File: src/hdl/tafp_pkg.sv
`timescale 1ns / 1ps
`default_nettype none
// -----------------------------------------------------------------------------
// tafp_pkg
// Shared types and constants for the triangle angle block.
// -----------------------------------------------------------------------------
package tafp_pkg;

   localparam int COORD_WIDTH_DEF = 16;
   localparam int FRAC_BITS_DEF   = 16;

   localparam int RAD_W    = 19;
   localparam int DEG_W    = 25;
   localparam int OUT_BITS = 3 * (RAD_W + DEG_W) + 3;
   localparam int OUT_W    = ((OUT_BITS + 7) / 8) * 8;

   localparam int Q30_W     = 31;
   localparam int SUM_W     = 32;
   localparam int DVD_W     = 33;
   localparam int COS_STEPS = 31;

   localparam logic [SUM_W-1:0] HALF_PI_Q30     = 32'd1686629713;
   localparam logic [SUM_W-1:0] ONE_Q30         = 32'd1073741824;
   localparam logic [29:0]      DEG_PER_RAD_Q24 = 30'd961263669;

   // series terms: x/6 directly, 3x/40 as (3x >> 3)/5, 5x/112 as (5x >> 4)/7,
   // each as a multiply by ceil(2^34 / d), exact for dividends below 2^31
   localparam int          K_RECIP_SHIFT   = 34;
   localparam logic [31:0] K_RECIP_SIXTH   = 32'd2863311531;
   localparam logic [31:0] K_RECIP_FIFTH   = 32'd3435973837;
   localparam logic [31:0] K_RECIP_SEVENTH = 32'd2454267027;

   localparam logic [1:0] K_CUBE    = 2'd0;
   localparam logic [1:0] K_FIFTH   = 2'd1;
   localparam logic [1:0] K_SEVENTH = 2'd2;

   typedef enum logic [4:0] {
      OP_NONE,
      OP_LOAD,
      OP_SQX,
      OP_SQY,
      OP_SQRT_INIT,
      OP_SQRT_STEP,
      OP_SQRT_DONE,
      OP_DEN,
      OP_CHECK,
      OP_COS_INIT,
      OP_DIV_STEP,
      OP_COS_DONE,
      OP_M2,
      OP_M3,
      OP_M5,
      OP_M7,
      OP_K_INIT,
      OP_K_ACC,
      OP_FIN,
      OP_DEG,
      OP_EMIT
   } op_type;

   typedef struct packed {
      op_type     op;
      logic [1:0] idx;
      logic [1:0] k;
   } cmd_type;

   typedef struct packed {
      logic err;
   } stat_type;

   function automatic logic [31:0] k_recip(input logic [1:0] k);
      logic [31:0] r;
      unique case (k)
         K_CUBE:  r = K_RECIP_SIXTH;
         K_FIFTH: r = K_RECIP_FIFTH;
         default: r = K_RECIP_SEVENTH;
      endcase
      return r;
   endfunction

endpackage
`default_nettype wire

File: src/hdl/tafp_dp.sv
`timescale 1ns / 1ps
`default_nettype none
// -----------------------------------------------------------------------------
// tafp_dp
// Datapath: squared sides, digit-by-digit roots, shared shift-subtract divider,
// one shared multiplier, series and output formatting.
// -----------------------------------------------------------------------------
module tafp_dp
   import tafp_pkg::*;
#(
   parameter int COORD_WIDTH = COORD_WIDTH_DEF,
   parameter int FRAC_BITS   = FRAC_BITS_DEF
) (
   input  wire logic                     clock,
   input  wire cmd_type                  cmd,
   input  wire logic [6*COORD_WIDTH-1:0] coords,
   output stat_type                      stat,
   output logic [OUT_W-1:0]              result
);

   localparam int CW   = COORD_WIDTH;
   localparam int RW   = CW + 9;
   localparam int VW   = 2 * RW;
   localparam int SQW  = 2 * CW + 1;
   localparam int DW   = 2 * CW + 19;
   localparam int NW   = 2 * CW + 3;
   localparam int MULW = (RW > 32) ? RW : 32;
   localparam int PW   = 2 * MULW;

   logic signed [CW-1:0] pt_ff [6];
   logic signed [CW-1:0] pt_in [6];
   logic [SQW-1:0]   acc_ff, acc_in;
   logic [SQW-1:0]   sa_ff, sa_in, sb_ff, sb_in, sc_ff, sc_in;
   logic [RW-1:0]    la_ff, la_in, lb_ff, lb_in, lc_ff, lc_in;
   logic [VW-1:0]    sv_ff, sv_in;
   logic [RW-1:0]    root_ff, root_in;
   logic [RW+1:0]    srem_ff, srem_in;
   logic [DW-1:0]    den_ff, den_in, mag_ff, mag_in, rem_ff, rem_in;
   logic             neg_ff, neg_in, err_ff, err_in;
   logic [DVD_W-1:0] dvd_ff, dvd_in, quo_ff, quo_in;
   logic [Q30_W-1:0] c30_ff, c30_in, m2_ff, m2_in, m3_ff, m3_in;
   logic [Q30_W-1:0] m5_ff, m5_in, m7_ff, m7_in;
   logic [SUM_W-1:0] sum_ff, sum_in, r30_ff, r30_in;
   logic [RAD_W-1:0] rad_ff [3];
   logic [RAD_W-1:0] rad_in [3];
   logic [DEG_W-1:0] deg_ff [3];
   logic [DEG_W-1:0] deg_in [3];
   logic [2:0]       errs_ff, errs_in;
   logic [OUT_W-1:0] out_ff, out_in;

   logic signed [CW-1:0] ax, ay, bx, by;
   logic signed [CW:0]   dx, dy;
   logic [CW-1:0]        adx, ady;
   logic [SQW-1:0]       s_opp, s_p, s_q;
   logic [RW-1:0]        l_p, l_q, l_sel;
   logic [SQW-1:0]       s_sel;
   logic [MULW-1:0]      mul_a, mul_b;
   logic [PW-1:0]        prod, prod_rnd, deg_rnd;
   logic [Q30_W-1:0]     q30;
   logic signed [NW-1:0] num;
   logic [NW-1:0]        num_abs;
   logic [DW:0]          div_r2;
   logic                 div_ge;
   logic [RW+3:0]        sq_r2, sq_trial;
   logic                 sq_ge;
   logic [SUM_W-1:0]     rad_rnd;
   logic [RAD_W-1:0]     rad_val;
   logic [DEG_W-1:0]     deg_val;

   always_comb begin
      unique case (cmd.idx)
         2'd0: begin
            ax = pt_ff[0]; ay = pt_ff[1]; bx = pt_ff[2]; by = pt_ff[3];
            s_sel = sa_ff;
         end
         2'd1: begin
            ax = pt_ff[2]; ay = pt_ff[3]; bx = pt_ff[4]; by = pt_ff[5];
            s_sel = sb_ff;
         end
         default: begin
            ax = pt_ff[0]; ay = pt_ff[1]; bx = pt_ff[4]; by = pt_ff[5];
            s_sel = sc_ff;
         end
      endcase
      dx  = (CW+1)'(bx) - (CW+1)'(ax);
      dy  = (CW+1)'(by) - (CW+1)'(ay);
      adx = CW'(dx[CW] ? -dx : dx);
      ady = CW'(dy[CW] ? -dy : dy);
      // angle 0: a opposite; angle 1: b opposite; angle 2: c opposite
      unique case (cmd.idx)
         2'd0: begin
            s_opp = sa_ff; s_p = sb_ff; s_q = sc_ff; l_p = lb_ff; l_q = lc_ff;
         end
         2'd1: begin
            s_opp = sb_ff; s_p = sa_ff; s_q = sc_ff; l_p = la_ff; l_q = lc_ff;
         end
         default: begin
            s_opp = sc_ff; s_p = sa_ff; s_q = sb_ff; l_p = la_ff; l_q = lb_ff;
         end
      endcase
      l_sel = root_ff;
   end

   always_comb begin
      unique case (cmd.op)
         OP_SQX:  begin mul_a = MULW'(adx);    mul_b = MULW'(adx);             end
         OP_SQY:  begin mul_a = MULW'(ady);    mul_b = MULW'(ady);             end
         OP_DEN:  begin mul_a = MULW'(l_p);    mul_b = MULW'(l_q);             end
         OP_M2:   begin mul_a = MULW'(c30_ff); mul_b = MULW'(c30_ff);          end
         OP_M3:   begin mul_a = MULW'(m2_ff);  mul_b = MULW'(c30_ff);          end
         OP_M5:   begin mul_a = MULW'(m3_ff);  mul_b = MULW'(m2_ff);           end
         OP_M7:   begin mul_a = MULW'(m5_ff);  mul_b = MULW'(m2_ff);           end
         OP_K_ACC: begin mul_a = MULW'(dvd_ff); mul_b = MULW'(k_recip(cmd.k)); end
         OP_DEG:  begin mul_a = MULW'(r30_ff); mul_b = MULW'(DEG_PER_RAD_Q24); end
         default: begin mul_a = '0;            mul_b = '0;                     end
      endcase
      prod     = PW'(mul_a) * PW'(mul_b);
      prod_rnd = prod + (PW'(1) << 29);
      q30      = prod_rnd[30 +: Q30_W];
      deg_rnd  = (prod + (PW'(1) << (53 - FRAC_BITS))) >> (54 - FRAC_BITS);
   end

   always_comb begin
      num     = NW'(s_p) + NW'(s_q) - NW'(s_opp);
      num_abs = num[NW-1] ? NW'(-num) : NW'(num);
      div_r2  = {rem_ff, dvd_ff[DVD_W-1]};
      div_ge  = div_r2 >= (DW+1)'(den_ff);
      sq_r2   = {srem_ff, sv_ff[VW-1 -: 2]};
      sq_trial = (RW+4)'({root_ff, 2'b01});
      sq_ge   = sq_r2 >= sq_trial;
      rad_rnd = (r30_ff + (SUM_W'(1) << (29 - FRAC_BITS))) >> (30 - FRAC_BITS);
      rad_val = err_ff ? RAD_W'(-(RAD_W'(1) << FRAC_BITS)) : RAD_W'(rad_rnd);
      deg_val = err_ff ? DEG_W'(-deg_rnd) : DEG_W'(deg_rnd);
   end

   always_comb begin
      pt_in = pt_ff;
      acc_in = acc_ff;
      sa_in = sa_ff; sb_in = sb_ff; sc_in = sc_ff;
      la_in = la_ff; lb_in = lb_ff; lc_in = lc_ff;
      sv_in = sv_ff; root_in = root_ff; srem_in = srem_ff;
      den_in = den_ff; mag_in = mag_ff; rem_in = rem_ff;
      neg_in = neg_ff; err_in = err_ff;
      dvd_in = dvd_ff; quo_in = quo_ff;
      c30_in = c30_ff; m2_in = m2_ff; m3_in = m3_ff; m5_in = m5_ff; m7_in = m7_ff;
      sum_in = sum_ff; r30_in = r30_ff;
      rad_in = rad_ff; deg_in = deg_ff; errs_in = errs_ff;
      out_in = out_ff;
      unique case (cmd.op)
         OP_LOAD: begin
            for (int i = 0; i < 6; i++) begin
               pt_in[i] = coords[i*CW +: CW];
            end
         end
         OP_SQX: acc_in = SQW'(prod);
         OP_SQY: begin
            unique case (cmd.idx)
               2'd0:    sa_in = acc_ff + SQW'(prod);
               2'd1:    sb_in = acc_ff + SQW'(prod);
               default: sc_in = acc_ff + SQW'(prod);
            endcase
         end
         OP_SQRT_INIT: begin
            sv_in   = VW'(s_sel) << 16;
            root_in = '0;
            srem_in = '0;
         end
         OP_SQRT_STEP: begin
            srem_in = sq_ge ? (RW+2)'(sq_r2 - sq_trial) : (RW+2)'(sq_r2);
            root_in = {root_ff[RW-2:0], sq_ge};
            sv_in   = sv_ff << 2;
         end
         OP_SQRT_DONE: begin
            unique case (cmd.idx)
               2'd0:    la_in = l_sel;
               2'd1:    lb_in = l_sel;
               default: lc_in = l_sel;
            endcase
         end
         OP_DEN: begin
            den_in = DW'({prod, 1'b0});
            mag_in = DW'(num_abs) << 16;
            neg_in = num[NW-1];
            err_in = 1'b0;
         end
         OP_CHECK: err_in = (den_ff == '0) || ((DW+1)'(mag_ff) >= {den_ff, 1'b0});
         OP_COS_INIT: begin
            rem_in = mag_ff >> 1;
            dvd_in = {mag_ff[0], {(DVD_W-1){1'b0}}};
            quo_in = '0;
         end
         OP_DIV_STEP: begin
            rem_in = div_ge ? DW'(div_r2 - (DW+1)'(den_ff)) : DW'(div_r2);
            dvd_in = dvd_ff << 1;
            quo_in = {quo_ff[DVD_W-2:0], div_ge};
         end
         OP_COS_DONE: begin
            c30_in = quo_ff[Q30_W-1:0];
            sum_in = SUM_W'(quo_ff);
            err_in = quo_ff > DVD_W'(ONE_Q30);
         end
         OP_M2: m2_in = q30;
         OP_M3: m3_in = q30;
         OP_M5: m5_in = q30;
         OP_M7: m7_in = q30;
         OP_K_INIT: begin
            unique case (cmd.k)
               K_CUBE:  dvd_in = DVD_W'(m3_ff);
               K_FIFTH: dvd_in = (DVD_W'(m5_ff) + (DVD_W'(m5_ff) << 1)) >> 3;
               default: dvd_in = (DVD_W'(m7_ff) + (DVD_W'(m7_ff) << 2)) >> 4;
            endcase
         end
         OP_K_ACC: sum_in = sum_ff + SUM_W'(prod >> K_RECIP_SHIFT);
         OP_FIN: begin
            if (err_ff) begin
               r30_in = ONE_Q30;
            end else if (neg_ff) begin
               r30_in = HALF_PI_Q30 + sum_ff;
            end else begin
               r30_in = HALF_PI_Q30 - sum_ff;
            end
         end
         OP_DEG: begin
            rad_in[cmd.idx]  = rad_val;
            deg_in[cmd.idx]  = deg_val;
            errs_in[cmd.idx] = err_ff;
         end
         OP_EMIT: begin
            out_in = OUT_W'({errs_ff, deg_ff[2], rad_ff[2], deg_ff[1], rad_ff[1],
                             deg_ff[0], rad_ff[0]});
         end
         default: begin
         end
      endcase
   end

   always_ff @(posedge clock) begin
      pt_ff <= pt_in;
      acc_ff <= acc_in;
      sa_ff <= sa_in; sb_ff <= sb_in; sc_ff <= sc_in;
      la_ff <= la_in; lb_ff <= lb_in; lc_ff <= lc_in;
      sv_ff <= sv_in; root_ff <= root_in; srem_ff <= srem_in;
      den_ff <= den_in; mag_ff <= mag_in; rem_ff <= rem_in;
      neg_ff <= neg_in; err_ff <= err_in;
      dvd_ff <= dvd_in; quo_ff <= quo_in;
      c30_ff <= c30_in; m2_ff <= m2_in; m3_ff <= m3_in; m5_ff <= m5_in; m7_ff <= m7_in;
      sum_ff <= sum_in; r30_ff <= r30_in;
      rad_ff <= rad_in; deg_ff <= deg_in; errs_ff <= errs_in;
      out_ff <= out_in;
   end

   assign stat.err = err_ff;
   assign result   = out_ff;

endmodule
`default_nettype wire

File: src/hdl/tafp_ctrl.sv
`timescale 1ns / 1ps
`default_nettype none
// -----------------------------------------------------------------------------
// tafp_ctrl
// Sequencer: walks sides, roots, the three angles and the output transfer.
// -----------------------------------------------------------------------------
module tafp_ctrl
   import tafp_pkg::*;
#(
   parameter int COORD_WIDTH = COORD_WIDTH_DEF
) (
   input  wire logic     clock,
   input  wire logic     reset,
   input  wire logic     req_tvalid,
   output logic          req_tready,
   output logic          rsp_tvalid,
   input  wire logic     rsp_tready,
   input  wire stat_type stat,
   output cmd_type       cmd
);

   localparam int RW   = COORD_WIDTH + 9;
   localparam int MAXC = (RW > COS_STEPS) ? RW : COS_STEPS;
   localparam int CNTW = $clog2(MAXC);

   typedef enum logic [19:0] {
      S_IDLE      = 20'h00001,
      S_SQX       = 20'h00002,
      S_SQY       = 20'h00004,
      S_SQRT_INIT = 20'h00008,
      S_SQRT_STEP = 20'h00010,
      S_SQRT_DONE = 20'h00020,
      S_DEN       = 20'h00040,
      S_CHECK     = 20'h00080,
      S_COS_INIT  = 20'h00100,
      S_COS_STEP  = 20'h00200,
      S_COS_DONE  = 20'h00400,
      S_M2        = 20'h00800,
      S_M3        = 20'h01000,
      S_M5        = 20'h02000,
      S_M7        = 20'h04000,
      S_K_INIT    = 20'h08000,
      S_K_ACC     = 20'h10000,
      S_FIN       = 20'h20000,
      S_DEG       = 20'h40000,
      S_EMIT      = 20'h80000
   } state_type;

   state_type       state_ff, state_in;
   logic [CNTW-1:0] cnt_ff, cnt_in;
   logic [1:0]      idx_ff, idx_in, k_ff, k_in;
   logic            vld_ff, vld_in;
   logic            emit_ok;

   assign emit_ok = !vld_ff || rsp_tready;

   always_comb begin
      state_in = state_ff;
      cnt_in   = cnt_ff;
      idx_in   = idx_ff;
      k_in     = k_ff;
      vld_in   = vld_ff && !rsp_tready;
      cmd.op   = OP_NONE;
      cmd.idx  = idx_ff;
      cmd.k    = k_ff;
      unique case (state_ff)
         S_IDLE: begin
            if (req_tvalid) begin
               cmd.op   = OP_LOAD;
               idx_in   = 2'd0;
               state_in = S_SQX;
            end
         end
         S_SQX: begin
            cmd.op   = OP_SQX;
            state_in = S_SQY;
         end
         S_SQY: begin
            cmd.op = OP_SQY;
            if (idx_ff == 2'd2) begin
               idx_in   = 2'd0;
               state_in = S_SQRT_INIT;
            end else begin
               idx_in   = idx_ff + 2'd1;
               state_in = S_SQX;
            end
         end
         S_SQRT_INIT: begin
            cmd.op   = OP_SQRT_INIT;
            cnt_in   = '0;
            state_in = S_SQRT_STEP;
         end
         S_SQRT_STEP: begin
            cmd.op = OP_SQRT_STEP;
            cnt_in = cnt_ff + CNTW'(1);
            if (cnt_ff == CNTW'(RW - 1)) begin
               state_in = S_SQRT_DONE;
            end
         end
         S_SQRT_DONE: begin
            cmd.op = OP_SQRT_DONE;
            if (idx_ff == 2'd2) begin
               idx_in   = 2'd0;
               state_in = S_DEN;
            end else begin
               idx_in   = idx_ff + 2'd1;
               state_in = S_SQRT_INIT;
            end
         end
         S_DEN: begin
            cmd.op   = OP_DEN;
            state_in = S_CHECK;
         end
         S_CHECK: begin
            cmd.op   = OP_CHECK;
            state_in = S_COS_INIT;
         end
         S_COS_INIT: begin
            if (stat.err) begin
               state_in = S_FIN;
            end else begin
               cmd.op   = OP_COS_INIT;
               cnt_in   = '0;
               state_in = S_COS_STEP;
            end
         end
         S_COS_STEP: begin
            cmd.op = OP_DIV_STEP;
            cnt_in = cnt_ff + CNTW'(1);
            if (cnt_ff == CNTW'(COS_STEPS - 1)) begin
               state_in = S_COS_DONE;
            end
         end
         S_COS_DONE: begin
            cmd.op   = OP_COS_DONE;
            state_in = S_M2;
         end
         S_M2: begin
            if (stat.err) begin
               state_in = S_FIN;
            end else begin
               cmd.op   = OP_M2;
               state_in = S_M3;
            end
         end
         S_M3: begin
            cmd.op   = OP_M3;
            state_in = S_M5;
         end
         S_M5: begin
            cmd.op   = OP_M5;
            state_in = S_M7;
         end
         S_M7: begin
            cmd.op   = OP_M7;
            k_in     = K_CUBE;
            state_in = S_K_INIT;
         end
         S_K_INIT: begin
            cmd.op   = OP_K_INIT;
            state_in = S_K_ACC;
         end
         S_K_ACC: begin
            cmd.op = OP_K_ACC;
            if (k_ff == K_SEVENTH) begin
               state_in = S_FIN;
            end else begin
               k_in     = k_ff + 2'd1;
               state_in = S_K_INIT;
            end
         end
         S_FIN: begin
            cmd.op   = OP_FIN;
            state_in = S_DEG;
         end
         S_DEG: begin
            cmd.op = OP_DEG;
            if (idx_ff == 2'd2) begin
               idx_in   = 2'd0;
               state_in = S_EMIT;
            end else begin
               idx_in   = idx_ff + 2'd1;
               state_in = S_DEN;
            end
         end
         S_EMIT: begin
            if (emit_ok) begin
               cmd.op   = OP_EMIT;
               vld_in   = 1'b1;
               state_in = S_IDLE;
            end
         end
         default: state_in = S_IDLE;
      endcase
   end

   always_ff @(posedge clock) begin
      if (reset) begin
         state_ff <= S_IDLE;
         vld_ff   <= 1'b0;
         cnt_ff   <= '0;
         idx_ff   <= 2'd0;
         k_ff     <= K_CUBE;
      end else begin
         state_ff <= state_in;
         vld_ff   <= vld_in;
         cnt_ff   <= cnt_in;
         idx_ff   <= idx_in;
         k_ff     <= k_in;
      end
   end

   assign req_tready = (state_ff == S_IDLE);
   assign rsp_tvalid = vld_ff;

   a_accept_starts: assert property (@(posedge clock) disable iff (reset)
      (req_tvalid && req_tready) |=> (state_ff == S_SQX))
      else $error("accepted transfer did not start the side pass");

   a_emit_holds: assert property (@(posedge clock) disable iff (reset)
      (state_ff == S_EMIT && vld_ff && !rsp_tready) |=> (state_ff == S_EMIT))
      else $error("result overwritten while output stalled");

   a_emit_sets_valid: assert property (@(posedge clock) disable iff (reset)
      (state_ff == S_EMIT && emit_ok) |=> vld_ff)
      else $error("emit did not raise rsp_tvalid");

   a_k_index: assert property (@(posedge clock) disable iff (reset)
      (state_ff == S_K_ACC) |-> (k_ff == K_CUBE || k_ff == K_FIFTH || k_ff == K_SEVENTH))
      else $error("series term index out of range");

endmodule
`default_nettype wire

File: src/hdl/triangle_angles_from_points.sv
`timescale 1ns / 1ps
`default_nettype none
// -----------------------------------------------------------------------------
// triangle_angles_from_points
// Three inner angles of a triangle from its corners, law of cosines.
// -----------------------------------------------------------------------------
// One triangle at a time: a transfer is taken only while the sequencer is idle,
// and each one goes through accepting it, the squared sides, the bit-pair
// square roots, the three angles (each mostly the shared one-bit-per-cycle
// divider doing the cosine), and loading the output register. An angle whose
// side is zero or whose cosine is out of range finishes early with its error
// bit set. The result sits in an output register, so the next triangle is
// taken while it waits.
module triangle_angles_from_points
   import tafp_pkg::*;
#(
   parameter int COORD_WIDTH = COORD_WIDTH_DEF,
   parameter int FRAC_BITS   = FRAC_BITS_DEF
) (
   input  wire logic                 clock,
   input  wire logic                 reset,
   input  wire logic                 req_tvalid,
   output logic                      req_tready,
   // first_x, first_y, second_x, second_y, third_x, third_y
   input  wire logic [((6*COORD_WIDTH+7)/8)*8-1:0] req_tdata,
   output logic                      rsp_tvalid,
   input  wire logic                 rsp_tready,
   // angle_one_rad, angle_one_deg, angle_two_rad, angle_two_deg,
   // angle_three_rad, angle_three_deg, error_one, error_two, error_three
   output logic [OUT_W-1:0]          rsp_tdata
);

   cmd_type  cmd;
   stat_type stat;

   tafp_ctrl #(
      .COORD_WIDTH (COORD_WIDTH)
   ) u_ctrl (
      .clock      (clock),
      .reset      (reset),
      .req_tvalid (req_tvalid),
      .req_tready (req_tready),
      .rsp_tvalid (rsp_tvalid),
      .rsp_tready (rsp_tready),
      .stat       (stat),
      .cmd        (cmd)
   );

   tafp_dp #(
      .COORD_WIDTH (COORD_WIDTH),
      .FRAC_BITS   (FRAC_BITS)
   ) u_dp (
      .clock  (clock),
      .cmd    (cmd),
      .coords (req_tdata[6*COORD_WIDTH-1:0]),
      .stat   (stat),
      .result (rsp_tdata)
   );

endmodule
`default_nettype wire

File: config.mk
export PLATFORM = sky130hd
export DESIGN_NAME = triangle_angles_from_points
export DESIGN_NICKNAME = d
export VERILOG_FILES = /design/src/hdl/tafp_pkg.sv /design/src/hdl/tafp_dp.sv /design/src/hdl/tafp_ctrl.sv /design/src/hdl/triangle_angles_from_points.sv
export SDC_FILE = /design/constraint.sdc
export NUM_CORES = 2
export LEC_CHECK = 0
export BUFFER_PORTS_ARGS = -buffer_cell sky130_fd_sc_hd__buf_4
export CAP_MARGIN = 20
export CORE_MARGIN = 2
export CORE_UTILIZATION = 55
export CTS_CLUSTER_SIZE = 10
export DETAILED_ROUTE_END_ITERATION = 8
export GPL_TIMING_DRIVEN = 0
export HOLD_SLACK_MARGIN = 0.02
export PLACE_DENSITY = 0.78
export SLEW_MARGIN = 0
export SYNTH_ARGS = -nofsm -noshare
export SYNTH_HDL_FRONTEND = slang
export SYNTH_HIERARCHICAL = 1
export SYNTH_SLANG_ARGS = --single-unit
File: constraint.sdc
create_clock -name clock -period 20.2 [get_ports clock]
set_input_delay 4.04 -clock clock [delete_from_list [all_inputs] [get_ports clock]]
set_output_delay 4.04 -clock clock [all_outputs]
set_load 0.01 [all_outputs]
# ---- Word level (Yosys, flattened, before mapping)
# Index checks and enable logic that the tools add are counted.
dict set report totals {
  ff_bits 1128
  latchBits 0
  ram_bits 0
  rom_bits 0
  inputBits 100
  output_inout_bits 138
  n_memories 0
}
dict set report classes {
  n_addsub 22
  multipliers 1
  n_div 0
  order_cmp 8
  n_eq_ne 52
  n_shift 0
  n_mux 63
  bitwise 2
  reduce_logical 33
}
# cell n
set ops {}
lappend ops {{$pmux W20 S20} 1}
lappend ops {{$pmux W32 S9} 1}
lappend ops {{$pmux W32 S7} 1}
lappend ops {{$pmux W33 S2} 2}
lappend ops {{$pmux W31 S2} 2}
lappend ops {{$pmux W51 S2} 1}
lappend ops {{$mux W20} 5}
lappend ops {{$mux W25} 4}
lappend ops {{$pmux W5 S20} 1}
lappend ops {{$pmux W50 S2} 1}
lappend ops {{$pmux W33 S3} 1}
lappend ops {{$mux W16} 6}
lappend ops {{$bwmux W75} 1}
lappend ops {{$mux W33} 2}
lappend ops {{$mul A32 B32 Y64} 1}
lappend ops {{$pmux W32 S2} 1}
lappend ops {{$add A63 B38 Y63 const B} 1}
lappend ops {{$add A61 B30 Y61 const B} 1}
lappend ops {{$bwmux W57} 1}
lappend ops {{$mux W18} 3}
lappend ops {{$pmux W27 S2} 1}
lappend ops {{$ge A51 B52 Y1} 1}
lappend ops {{$ge A52 B51 Y1} 1}
lappend ops {{$logic_not A51 Y1} 1}
lappend ops {{other kinds (82)} 140}

# ---- Depth between registers and ports, before layout
dict set report logic_depth {
  word_depth 12
  ltp_mapped 69
  ltp_nobuf 61
}

# ---- Modules after synthesis
# Netlist, hierarchy kept.
# module n_inst cells_each area_each_um2 seq_area_each_um2
set by_module_without_submodules {}
lappend by_module_without_submodules {tafp_dp 1 9343 92901.6 32311.0}
lappend by_module_without_submodules {tafp_ctrl 1 204 1724.2 600.6}

# ---- Least setup slack after synthesis
# Ideal clock, no wire load.
dict set report synth_path {
  kind {in2reg}
  start {input rsp_tready}
  end {register u_dp.sum_ff[31], data pin}
  setup_time_ns 0.269
  arrival_time_ns 17.065
  required_ns 19.931
  setup_slack_ns 2.866
  cell_stages 43
  cell_sequence {nor2b_1 > or3_1 > nand4_1 > nand3b_1 > clkbuf_1 > nor3_1 > a222oi_1 > nand2_1 > clkbuf_1 > nand2_1 > fa_1 > inv_1 > fa_1 > fa_1 > inv_1 > fa_1 > inv_1 > fa_1 > (+7 left out) > a21oi_1 > o21a_1 > a2111o_1 > a31oi_1 > o211ai_1 > a221oi_1 > ha_1 > or2_2 > a21oi_1 > a211o_1 > nand4_1 > nand3_1 > o22ai_1 > o41ai_1 > o21ai_0 > o21ai_0 > xor2_1 > o21ai_0}
}
# element line_no
set synth_lines {}
lappend synth_lines {{start, declared} triangle_angles_from_points.sv:27} ;# input wire logic rsp_tready,
lappend synth_lines {{end signal, assigned} tafp_dp.sv:247} ;# sum_ff <= sum_in; r30_ff <= r30_in;
lappend synth_lines {{end, declared} tafp_dp.sv:43} ;# logic [SUM_W-1:0] sum_ff, sum_in, r30_ff, r30_in;

==> results.yml <==
timing:
  hold_violations: 0
  min_period_ns: 20.21
  setup_slack_ns: -0.0100
  skew_ns: 0.0595
  holdWs_ns: 0.413
  max-slew-margin-rel: -0.124
  rsz0062_at_grt: "false"
  worst_pin_slew_ns: 1.69
  drv_slew: 9
  post-route-period-util: 1.00
  setup_viol: 3
  clock.fmax_mhz: 49.5
logic_synthesis:
  synthArstFlopShare: 0
  yosys.area.top_type: "edfxtp_1"
  ys_top_cells_by_count: "1360 x nand2_1, 1284 x inv_1, 1076 x edfxtp_1"
  ys.flop_type: "edfxtp_1"
  yosys_warnings: 6
  syn_avg_cell_area_um2: 9.91
  yosysSeqAreaShare: 0.348
  synthesis.area_um2: 94600
  yosysMostFrequentCell: "nand2_1"
  synth-edff-count: 1076
  ys_types: 98
  synth.area.top_cells: "edfxtp_1 34%, fa_1 19%, ha_1 8.0%, nand2_1 5.4%, inv_1 5.1%"
  syn_inst: 9547
  ys_ff_latch: 1106
  yosys.area.top_type_share: 0.341
route:
  firstDrtPassIters: 8
  wl_per_cell_um: 28.4
  drt_iter0_drc: 9048
  viasPerCell: 6.15
  finalWirelength_um: 351000
  drc: 0
  ant_nets: 0
  vias: 76200
worst_setup_path:
  crit_top_cell: "fa_1"
  path_buf_inv: 12
  cp_max_fo: 10
  slowest_delay_ns: 0.86
  path_class: "in2reg"
  path_delay_family: "adder cells"
  startpoint_type: "input port"
  arrival_ns: 20.73
  crit_path_end_kind: "flop"
  critPathSlowestCell: "clkbuf_1"
  r2r_setup_slack_ns: 0.26
  rr_startpoint: "u_ctrl/idx_ff[1]"
  crit_start: "req_tvalid"
  crit_required_ns: 20.72
final_layout:
  syn2layout_area_growth_pct: 10.8
  stdcell_count: 12400
  drive_above_1_share: 0.0790
  register_area_um2: 32900
  multiInputGateArea_um2: 55900
  fillers: 14400
  layout.nets: 11600
min_path:
  hold_class: "reg2reg"
  hold_start: "u_dp/rad_ff[49]"
die:
  initial_core_util: 0.552
  fp-row-count: 152
  io_pins: 238
  dieArea_um2: 175000
  die_w_um: 419
  dieHeight_um: 419
  coreArea_um2: 171000
grt:
  antenna_found_initial: 30
  grt_pass1_vias: 76200
  grt_pass1_wl_um: 507000
  grt_overflow: 0
  track_usage: 0.403
  grt_max_degree: 77
power_and_ir_drop:
  vdd_drop_max_mv: 0.0688
  pwr_density_cell_nw_per_um2: 49.6
  p_leak_nw: 44.6
status:
  status: "finished with violations"
  violations: "max-slew violations, negative setup slack"
flow_run:
  drv_cap: 0
place:
  dp_hpwl_um: 288000
  placement.io_buffers: 235
  globalplace.congestion: 1.04
  dp_cells: 12200
clock_tree:
  clk_latency_ns: 0.78
  cts_max_path_buffers: 3
  cts_buffers: 121
  root_buffer: "clkbuf_16"
  cts_tree: "done"
  numClockSinks: 1106
  htree_levels: 3
  clk_pin_slew_ns: 0.05
  ctsHoldBuffers: 0
## repair_timing
item,CTS,global route
buffers inserted,4,2
resized for setup,84,64
pin swaps,2,1
setup endpoints to repair,231,75
## kinds of logic after synthesis
| group | after synthesis | share of synthesized area |
|---|---|---|
| flops | 1106 | 0.348 |
| compound gates | 1453 | 0.0976 |
| buf+inv | 1677 | 0.0670 |
| simple gates | 3090 | 0.147 |
| other cells | 2 | 0.0000794 |
| xor+xnor | 467 | 0.0432 |
| mux | 242 | 0.0262 |
| fa+ha+maj | 1510 | 0.271 |
## per-layer routing
| layer | part of all wire | track usage |
|---|---|---|
| met2 | 0.43 | 0.594 |
| met3 | 0.12 | 0.134 |
| met1 | 0.38 | 0.525 |
| met5 | 0.00071 | 0 |
| met4 | 0.065 | 0.217 |
## cells in the final DEF, fill, tap and decap left out, types with 33 or more instances in the layout
cell type / Yosys / routed
buf_6: 1 / 52
nor3_1: 95 / 82
nand3_1: 140 / 140
nand4_1: 72 / 72
a21o_1: 131 / 131
mux2i_1: 198 / 197
clkbuf_16: 0 / 121
nor4_1: 60 / 49
a21oi_1: 439 / 437
o21bai_1: 42 / 41
and3_1: 64 / 63
o31ai_1: 34 / 33
fa_1: 903 / 903
a211oi_1: 47 / 45
nand2_1: 1360 / 1359
nor2_1: 812 / 798
inv_1: 1284 / 1281
a31oi_1: 68 / 68
or3_1: 50 / 49
o21a_1: 47 / 47
o21ai_0: 346 / 342
nand2b_1: 59 / 58
ha_1: 607 / 607
xor2_1: 147 / 146
nor2b_1: 61 / 61
mux2_2: 44 / 44
and2_1: 164 / 165
clkbuf_2: 0 / 50
edfxtp_1: 1076 / 1076
clkbuf_1: 335 / 293
buf_4: 4 / 278
xnor2_1: 320 / 314
## report_power, final
group	leakage, nW	switching, W	internal (W)
clock network	1.61	0.000897	0.00108
registers	10.5	0.0000118	0.00253
logic	32.5	0.000475	0.000208
total	44.6	0.00138	0.00382
## per-stage QoR
| stage | instance area, um^2 | total power [W] | setup TNS, ns | worst slack (ns) | utilization |
|---|---|---|---|---|---|
| 6_report | 105000 | 0.00520 | -0.0277 | -0.0100 | 0.612 |
| 5_1_grt | 105000 | 0.00534 | 0 | 0.0152 | 0.612 |
| 4_1_cts | 105000 | 0.00519 | 0 | 0.0358 | 0.610 |
| 3_5_place_dp | 101000 | 0.00323 | -474.26 | -4.06 | 0.589 |
| 3_3_place_gp | 99300 | 0.00321 | -841.15 | -5.18 | 0.579 |
| 2_1_floorplan | 94600 | 0.00296 | 0 | 2.87 | - |
## registers in the layout, summed over array words and instances (netlist names), 27 cells and up
| register | cells |
|---|---|
| u_dp/result | 132 |
| u_dp/pt_ff | 96 |
| u_dp/deg_ff | 75 |
| u_dp/rad_ff | 55 |
| u_dp/rem_ff | 51 |
| u_dp/den_ff | 50 |
| u_dp/mag_ff | 35 |
| u_dp/sv_ff | 34 |
| u_dp/acc_ff | 33 |
| u_dp/dvd_ff | 33 |
| u_dp/quo_ff | 33 |
| u_dp/sa_ff | 33 |
| u_dp/sb_ff | 33 |
| u_dp/sc_ff | 33 |
| u_dp/r30_ff | 32 |
| u_dp/sum_ff | 32 |
| u_dp/c30_ff | 31 |
| u_dp/m2_ff | 31 |
| u_dp/m3_ff | 31 |
| u_dp/m5_ff | 31 |
| u_dp/m7_ff | 31 |
| u_dp/srem_ff | 27 |
## cell type report
cell class	instances	area share
Clock buffer	153	0.0300
Clock inverter	10	0.00199
Sequential cell	1106	0.314
Buffer	369	0.0146
Multi-Input combinational cell	6766	0.533
Tap cell	2310	0.0276
Antenna cell	9	0.000215
Inverter	1292	0.0463
Timing Repair Buffer	371	0.0324
## path summary, 6_finish.rpt
kind | cells past startpoint | end
setup / recovery | 42 | u_dp/deg_ff[40]
hold reg to reg | 0 | u_dp/result[11]
hold / removal | 0 | u_dp/result[11]
setup reg to reg | 58 | u_dp/deg_ff[40]
Power figures use the tool's default switching activity.
